**src/rtl/fsp_ram.sv**
```systemverilog
module fsp_ram #(
    parameter int WIDTH = 8,
    parameter int DEPTH = 256
) (
    input  logic                     clk,
    input  logic                     en,
    input  logic                     we,
    input  logic [$clog2(DEPTH)-1:0] addr,
    input  logic [WIDTH-1:0]         wdata,
    output logic [WIDTH-1:0]         rdata
);

    logic [WIDTH-1:0] mem [DEPTH];

    always_ff @(posedge clk)
    begin
        if (en)
        begin
            if (we)
            begin
                mem[addr] <= wdata;
            end
            else
            begin
                rdata <= mem[addr];
            end
        end
    end

endmodule

```
**config.mk**
```make
export PLATFORM = sky130hd
export DESIGN_NAME = fsp_ram
export DESIGN_NICKNAME = d
export VERILOG_FILES = /design/src/rtl/fsp_ram.sv
export SDC_FILE = /design/constraint.sdc
export NUM_CORES = 2
export LEC_CHECK = 0
export ABC_CLOCK_PERIOD_IN_PS = 3300
export BUFFER_PORTS_ARGS = -buffer_cell sky130_fd_sc_hd__buf_2
export CORE_UTILIZATION = 63
export CTS_CLUSTER_SIZE = 30
export DETAILED_ROUTE_END_ITERATION = 8
export PLACE_DENSITY = 0.79
export SKIP_CTS_REPAIR_TIMING = 1
export SLEW_MARGIN = 10
export SYNTH_ARGS = -nofsm -noshare
export SYNTH_HDL_FRONTEND = slang
export SYNTH_SLANG_ARGS = --single-unit
```
**constraint.sdc**
```tcl
create_clock -name clk -period 3.3 [get_ports clk]
set_clock_uncertainty 0.05 [all_clocks]
set_input_delay 0.33 -clock clk [delete_from_list [all_inputs] [get_ports clk]]
set_output_delay 0.33 -clock clk [all_outputs]
set_load 0.01 [all_outputs]
```
==> metrics.yaml <==
status: "finished, final reports clean"
comb_power_share_pct: 4.7
syn-num-nets: 3545
async_reset_ff_share_pct: 0
seq_area_frac_synth_pct: 78.8
critical_path_depth: 5
clock_path_buffers: 3
ys_types: 21
grt_use_total_pct: 31.8
port-buffer-count: 26
critical_path_arrival_ps: 3420
num_antenna_cells: 0
cts-root-buf: "clkbuf_16"
grt_max_degree: 133
setup_viol: 0
worst_path_max_delay_cell: "o41ai_1"
drc: 0
initial_core_util_pct: 63.5
power_switching_mw: 11.0
first_global_vias: 40929
initialDrtViolationCount: 6070
cp_data_required_time_ps: 3780
min_path_type: "in2reg"
ys_warn_count: 0
ys_seq_elements: 2056
max_stage_delay_ps: 1010
antenna_found_initial: 7
period_share_pct: 89.1
via_count: 40479
gp_congestion: 0.879
hold_violations: 0
fin_cells: 5791
layout-area-overhead-vs-synth_pct: 14.9
h-tree-depth: 4
whs_path_depth: 1
cts_tree: "built"
wl_met1_um: 68100
path_cells: "mux4_2, a22oi_1, a21oi_1, o41ai_1, nand4_1"
top_layer: "met5"
power_frac_clock_pct: 40.6
ios: 27
synth_mux_area_share_pct: 14.7
clk_pin_slew_worst_paths_ps: 60
swShare_pct: 20.9
rsz0062_at_grt: "false"
first_pass_iters: 6
critPathCaptureType: "register"
cellPowerDensity_nw_per_um2: 584
worst-path-buf-inv: 0
core_um2: 123000
p_leak_nw: 28.4
p_int_mw: 41.6
synth-simple-area-share_pct: 1.61
netlist_top_cells_count: "2,056 x edfxtp_1, 512 x mux4_2, 259 x nor2_1, 256 x a22oi_1, 143 x clkbuf_1"
drv_cap: 0
grt_pass1_wl_um: 284000
syn_area_um2: 78400
finalCriticalPeriod_ps: 2940
r2r_cells: 5
wl_per_cell_um: 33.9
cts_sinks: 2056
fmax_ghz: 0.340
yosys.area_share.xor_xnor_pct: 0
die_area_um2: 126000
dieHeight_um: 355
synth.avg_cell_area_um2: 22.2
synth.area.top_cells: "edfxtp_1 79%, mux4_2 15%, a22oi_1 2.5%"
fin_nets: 4017
synth_top_family_by_area: "multiplexers"
ir_drop_mv: 0.648
synth_edf_count: 2056
layout-drive-gt1-share_pct: 31.1
drv_slew: 0
synth_compound_area_share_pct: 3.63
cp_top_family: "compound AO/OA/AOI/OAI gates"
total_power_mw: 52.6
critPathKind: "reg2reg"
viasPerCell: 6.99
yosysTopAreaCell: "edfxtp_1"
wl_met3_um: 23900
clock_latency_ps: 830
wirelength_um: 196000
cp-start-kind: "register"
dieWidth_um: 355
grt-ovfl-total: 0
max_slew_margin_pct: 25.6
dp_hpwl_um: 115000
worst_pin_slew_ps: 1100
syn-instance-count: 3526
yosysTopAreaCellShare_pct: 78.8
ys.flop_type: "edfxtp_1"
worstPathMaxFanout: 1
utilization_pct: 73.0
placed_cells_incl_taps: 5440
synth_adder_area_share_pct: 0
pwr-share-seq_pct: 54.7
numCtsBuffers: 191
num_rows: 129
synth.most_common_cell: "edfxtp_1"
ant_nets: 0
wl_met2_um: 95000
cell usage in the layout, fill, tap and decap left out, types with 15 or more instances in the layout:
cell type / instances
buf_4: 413
buf_12: 63
clkbuf_1: 43
nor2_1: 258
o41ai_1: 32
nand2_1: 15
buf_2: 16
bufinv_16: 15
edfxtp_1: 2056
clkbuf_16: 193
clkinv_2: 29
a21oi_1: 128
nand2_2: 15
a22oi_1: 256
mux4_2: 512
clkinv_1: 51
area by class of cell:
cell class,count,area (um^2)
Clock inverter,113,997
Clock buffer,236,4990
Fill cell,6458,33400
Tap cell,1637,2050
Timing Repair Buffer,504,4600
Sequential cell,2056,61700
Multi-Input combinational cell,1245,15700
power groups by stage:
stage               clock (mW)  sequential [mW]  combinational [mW]
finish                    21.4             28.8                2.49
global route              22.4             28.8                2.57
CTS                       21.5             28.8                2.47
detailed placement           0             29.3                2.43
global placement             0             29.3                2.36
floorplan                    0             29.3                1.24
routing by layer:
layer	vias to the layer above	track usage (%)
met5	-	0
li1	15935	-
met4	10	13.4
met1	20915	44.2
met3	515	6.76
met2	3104	50.0
registers in the layout, indices dropped and copies added, names as in the netlist:
signal	cells
mem	2048
rdata	8
cells by family (layout without fill, tap and decap cells):
family | after synthesis | in the layout
DFF | 2056 | 2056
AOI/OAI and AO/OA | 416 | 416
and+or+nand+nor | 317 | 317
muxes | 512 | 512
buffers and inverters | 225 | 853
path summary, 6_finish.rpt:
| kind | endpoint | slack, ps | startpoint |
|---|---|---|---|
| min | mem[197][6]$_DFFE_PP_ | 70 | wdata[6] |
| min reg2reg | rdata[6]$_DFFE_PP_ | 1010 | mem[107][6]$_DFFE_PP_ |
| max | rdata[4]$_DFFE_PP_ | 360 | mem[121][4]$_DFFE_PP_ |
| max reg2reg | rdata[4]$_DFFE_PP_ | 360 | mem[121][4]$_DFFE_PP_ |
metrics by stage:
stage               setup TNS (ps)  worst slack [ps]  hold WS (ps)  instance area (um^2)
finish                           0               358          68.6                 90100
global route                     0               329          88.3                 90100
CTS                              0               373          -326                 90100
detailed placement            -931              -372           541                 84100
global placement              -744              -314           545                 84100
floorplan                        0               625           379                 78400
(Power assumes the default switching activity.)
