File: config.mk
export PLATFORM = sky130hd
export DESIGN_NAME = fsp_addr
export DESIGN_NICKNAME = d
export VERILOG_FILES = /design/src/rtl/fsp_pkg.sv /design/src/rtl/fsp_addr.sv
export SDC_FILE = /design/constraint.sdc
export NUM_CORES = 1
export LEC_CHECK = 0
export BUFFER_PORTS_ARGS = -buffer_cell sky130_fd_sc_hd__buf_2
export CORE_ASPECT_RATIO = 0.8
export CORE_UTILIZATION = 40
export DETAILED_ROUTE_END_ITERATION = 12
export GPL_TIMING_DRIVEN = 1
export MAX_ROUTING_LAYER = met4
export PLACE_DENSITY_LB_ADDON = 0.05
export RECOVER_POWER = 25
export REMOVE_ABC_BUFFERS = 1
export SETUP_SLACK_MARGIN = 0.15
export SYNTH_ARGS = -nofsm -noshare
export SYNTH_HDL_FRONTEND = slang
export SYNTH_SLANG_ARGS = --single-unit
File: constraint.sdc
create_clock -name vclk -period 4.26
set_input_delay 0.852 -clock vclk [all_inputs]
set_output_delay 0.852 -clock vclk [all_outputs]
set_load 0.02 [all_outputs]
File: src/rtl/fsp_pkg.sv
package fsp_pkg;

    localparam int FRAME_WIDTH  = 320;
    localparam int FRAME_HEIGHT = 200;
    localparam int STORE_DEPTH  = FRAME_WIDTH * FRAME_HEIGHT;
    localparam int ADDR_W       = $clog2(STORE_DEPTH);

    localparam int OP_W    = 2;
    localparam int COL_W   = 9;
    localparam int ROW_W   = 8;
    localparam int RAND_W  = 2;
    localparam int LEVEL_W = 6;
    localparam int RGB_W   = 24;

    localparam logic [LEVEL_W-1:0] TOP_LEVEL = LEVEL_W'(36);

    typedef enum logic [OP_W-1:0] {
        OP_SPREAD = 2'd0,
        OP_READ   = 2'd1,
        OP_WRITE  = 2'd2,
        OP_NOP    = 2'd3
    } op_t;

    // Addresses and checks derived from one item
    typedef struct packed {
        logic [ADDR_W-1:0] src_addr;
        logic [ADDR_W-1:0] tgt_addr;
        logic              in_frame;
        logic              spread_ok;
    } plan_t;

    function automatic logic [RGB_W-1:0] palette_rgb(input logic [LEVEL_W-1:0] lvl);
        logic [RGB_W-1:0] rgb;
        case (lvl)
            6'd0:  rgb = 24'h070707;
            6'd1:  rgb = 24'h1F0707;
            6'd2:  rgb = 24'h2F0F07;
            6'd3:  rgb = 24'h470F07;
            6'd4:  rgb = 24'h571707;
            6'd5:  rgb = 24'h671F07;
            6'd6:  rgb = 24'h771F07;
            6'd7:  rgb = 24'h8F2707;
            6'd8:  rgb = 24'h9F2F07;
            6'd9:  rgb = 24'hAF3F07;
            6'd10: rgb = 24'hBF4707;
            6'd11: rgb = 24'hC74707;
            6'd12: rgb = 24'hDF4F07;
            6'd13: rgb = 24'hDF5707;
            6'd14: rgb = 24'hDF5707;
            6'd15: rgb = 24'hD75F07;
            6'd16: rgb = 24'hD75F07;
            6'd17: rgb = 24'hD7670F;
            6'd18: rgb = 24'hCF6F0F;
            6'd19: rgb = 24'hCF770F;
            6'd20: rgb = 24'hCF7F0F;
            6'd21: rgb = 24'hCF8717;
            6'd22: rgb = 24'hC78717;
            6'd23: rgb = 24'hC78F17;
            6'd24: rgb = 24'hC7971F;
            6'd25: rgb = 24'hBF9F1F;
            6'd26: rgb = 24'hBF9F1F;
            6'd27: rgb = 24'hBFA727;
            6'd28: rgb = 24'hBFA727;
            6'd29: rgb = 24'hBFAF2F;
            6'd30: rgb = 24'hB7AF2F;
            6'd31: rgb = 24'hB7B72F;
            6'd32: rgb = 24'hB7B737;
            6'd33: rgb = 24'hCFCF6F;
            6'd34: rgb = 24'hDFDF9F;
            6'd35: rgb = 24'hEFEFC7;
            default: rgb = 24'hFFFFFF;
        endcase
        return rgb;
    endfunction

endpackage

File: src/rtl/fsp_addr.sv
module fsp_addr (
    input  logic [fsp_pkg::COL_W-1:0]  col,
    input  logic [fsp_pkg::ROW_W-1:0]  row,
    input  logic [fsp_pkg::RAND_W-1:0] rand_sel,
    output fsp_pkg::plan_t             plan
);
    import fsp_pkg::*;

    logic [COL_W:0]  shifted;
    logic [COL_W:0]  tgt_col;
    logic [ADDR_W:0] tgt_wide;

    always_comb
    begin
        shifted  = {1'b0, col} + (COL_W+1)'(1);
        tgt_col  = shifted - {{(COL_W+1-RAND_W){1'b0}}, rand_sel};

        plan.in_frame  = (32'(col) < FRAME_WIDTH) && (32'(row) < FRAME_HEIGHT);
        plan.src_addr  = ADDR_W'(32'(row) * FRAME_WIDTH + 32'(col));
        plan.spread_ok = (row != '0)
                         && (shifted >= {{(COL_W+1-RAND_W){1'b0}}, rand_sel})
                         && (32'(tgt_col) < FRAME_WIDTH);

        // one row up, shifted by 1 - r columns
        tgt_wide = {1'b0, plan.src_addr} + (ADDR_W+1)'(1)
                   - {{(ADDR_W+1-RAND_W){1'b0}}, rand_sel}
                   - (ADDR_W+1)'(FRAME_WIDTH);
        plan.tgt_addr = tgt_wide[ADDR_W-1:0];
    end

endmodule

==> flow_metrics.tcl <==
set metrics [dict create \
    die_y_um 53.31 \
    syn_area_per_cell_um2 8.075 \
    cap_violations 0 \
    synth_mux_area_frac 0 \
    num_rows 18 \
    core_area_um2 3108 \
    power_density_nw_per_um2 282.8 \
    drt_iter0_markers 15 \
    synth_top_cell_area_share 0.2947 \
    p_sw_uw 294.3 \
    drc_errors 0 \
    grt.overflow.total 0 \
    ios 53 \
    fin_crit_sh 0.9400 \
    worst_pin_slew_ns 0.6644 \
    yosys_warnings 0 \
    max-vdd-ir-drop_v 0.0001103 \
    min_path_cells 2 \
    nClkBuffers 0 \
    die_x_um 66.14 \
    die-area_um2 3526 \
    synth-xor-area-share 0.2025 \
    yosysTopAreaCell "ha_1" \
    synthAdderAreaFrac 0.3403 \
    synth.area.top_cells "ha_1, xnor2_1, inv_1" \
    cp-end-kind "output port" \
    utilization 0.5821 \
    synth.lib_cells_used.distinct 40 \
    setup_violations 0 \
    fillers 304 \
    cp.required_ns 3.41 \
    hold_violations 0 \
    grt_pass1_wl_um 4774 \
    grt_pass1_vias 1090 \
    cp_max_fo 7 \
    status "complete, no violations" \
    hp-class "in -> out" \
    grt_setup_unrepaired "yes" \
    nets 272 \
    routed_wl_um 3167 \
    design.seq.count 0 \
    slew_viol_final 0 \
    syn_to_final_growth_pct 37.45 \
    wl_met3_um 106 \
    initial_core_util 0.4235 \
    drive_gt1_frac 0.4240 \
    gp_congestion 0.7950 \
    p_comb_frac 1.000 \
    synth_area_um2 1316 \
    swShare 0.5752 \
    top_layer_used "met3" \
    grt_usage 0.1719 \
    seq_power_share 0 \
    synth_seq_area_share 0 \
    slew_headroom 0.5456 \
    synth-compound-area-share 0.1920 \
    drt-vias-per-instance 4.942 \
    antenna_found_initial 0 \
    min_from "col[1]" \
    synthSimpleGateAreaFrac 0.1711 \
    p_leak_nw 0.8616 \
    wl_met2_um 1473 \
    yosysMostFrequentCell "ha_1" \
    synth_top_family_by_area "adder cells" \
    clkPwrFrac 0 \
    setup.worst_path.start_class "input port" \
    synth_commonest_cells "ha_1, inv_1, xnor2_1" \
    max_freq_ghz 0.2497 \
    io_buffers 53 \
    crit_type "in -> out" \
    power.internal_uw 217.4 \
    diodes 0 \
    dr.pass1.iters 4 \
    worstHoldEndpoint "plan[19]" \
    whs_ns 1.990 \
    antenna_left 0 \
    syn_inst 163 \
    grt_max_degree 8 \
    seqCellArea_um2 0 \
    cp_data_arrival_time_ns 3.15 \
    crit_start "col[6]" \
    wl_per_cell_um 12.32 \
    postCtsHoldBufs 0 \
    min_period_ns 4.004 \
    vias 1270 \
    wl_met1_um 1586 \
    post-dp-hpwl_um 2591 \
]
-- kinds of logic after synthesis --
group                    count (synthesis)
AO/OA/AOI/OAI                           36
XOR/XNOR                                27
adder cells (fa/ha/maj)                 34
buffers and inverters                   27
AND/OR/NAND/NOR                         39
-- through the flow --
step           setup slack [ns]  area (um^2)  TNS (ns)  total power [mW]  std cells
2_1_floorplan          -0.07537         1271  -0.07537            0.3243        157
3_3_place_gp             0.1106         1617         0            0.4544        254
3_5_place_dp            0.07281         1617         0            0.4609        254
4_1_cts                  0.1620         1675         0            0.4764        255
5_1_grt                  0.1134         1809         0            0.5569        257
6_report                 0.2555         1809         0            0.5116        257
-- metal layers --
metal	GRT usage	vias up
met5	-	-
met4	0	0
met3	0	0
met2	0.2857	30
met1	0.2497	565
li1	-	675
-- layout make-up --
| class | count | area (um^2) | share of cell area |
|---|---|---|---|
| timing repair buffer | 60 | 312.8 | 0.1729 |
| tap | 40 | 50.05 | 0.02766 |
| multi-input combinational | 136 | 1368 | 0.7559 |
| inverter | 21 | 78.83 | 0.04357 |
-- timing repair --
item	in CTS	in global routing
pin swaps	6	14
setup endpoints to repair	2	4
setup buffers	1	2
gates resized for setup	6	26
-- worst max-delay path by stage --
stage	cells past startpoint	end
after detailed placement	12	plan[17]
after CTS	12	plan[17]
after global routing	14	plan[17]
final	11	plan[16]
after floorplan	12	plan[17]
after global placement	12	plan[17]
-- worst max-delay path, cell delays in order --
cell      delay [ns]
buf_2           0.15
ha_2            0.23
inv_1           0.06
fa_2            0.55
nand2b_1        0.08
or4_4           0.43
a31o_4          0.26
nor3_4          0.13
nand3b_1        0.11
xnor2_1         0.14
buf_4           0.16
-- power by group through the flow --
stage	sequential, mW	combinational, mW	clock (mW)
after floorplan	0	0.324	0
after global placement	0	0.454	0
after detailed placement	0	0.461	0
after CTS	0	0.476	0
after global routing	0	0.557	0
final	0	0.512	0
-- cell usage in the layout (no fill, tap or decap), types with 2 or more instances in the layout --
| cell | netlist | final |
|---|---|---|
| a21o_1 | 3 | 3 |
| a21oi_1 | 6 | 4 |
| or3_1 | 2 | 2 |
| a211oi_1 | 4 | 2 |
| nor3_1 | 3 | 2 |
| o21ai_0 | 6 | 5 |
| clkbuf_1 | 0 | 8 |
| o21a_1 | 2 | 2 |
| nand2b_1 | 3 | 3 |
| xor2_1 | 5 | 3 |
| xnor2_2 | 3 | 6 |
| inv_1 | 21 | 20 |
| o21bai_1 | 2 | 2 |
| xnor2_1 | 18 | 15 |
| ha_2 | 0 | 2 |
| nor2_1 | 9 | 7 |
| nand3_1 | 5 | 5 |
| and3_1 | 3 | 3 |
| a211oi_2 | 1 | 3 |
| buf_2 | 0 | 43 |
| ha_1 | 31 | 22 |
| o21ai_2 | 1 | 3 |
| a21oi_2 | 0 | 2 |
| fa_2 | 0 | 3 |
| ha_4 | 0 | 7 |
| xor2_2 | 1 | 3 |
| buf_4 | 6 | 9 |
| nor2_2 | 1 | 3 |
| nand2_1 | 5 | 5 |
| a31oi_1 | 2 | 2 |
| nor3_2 | 1 | 2 |
Power figures use the tool's default switching activity.
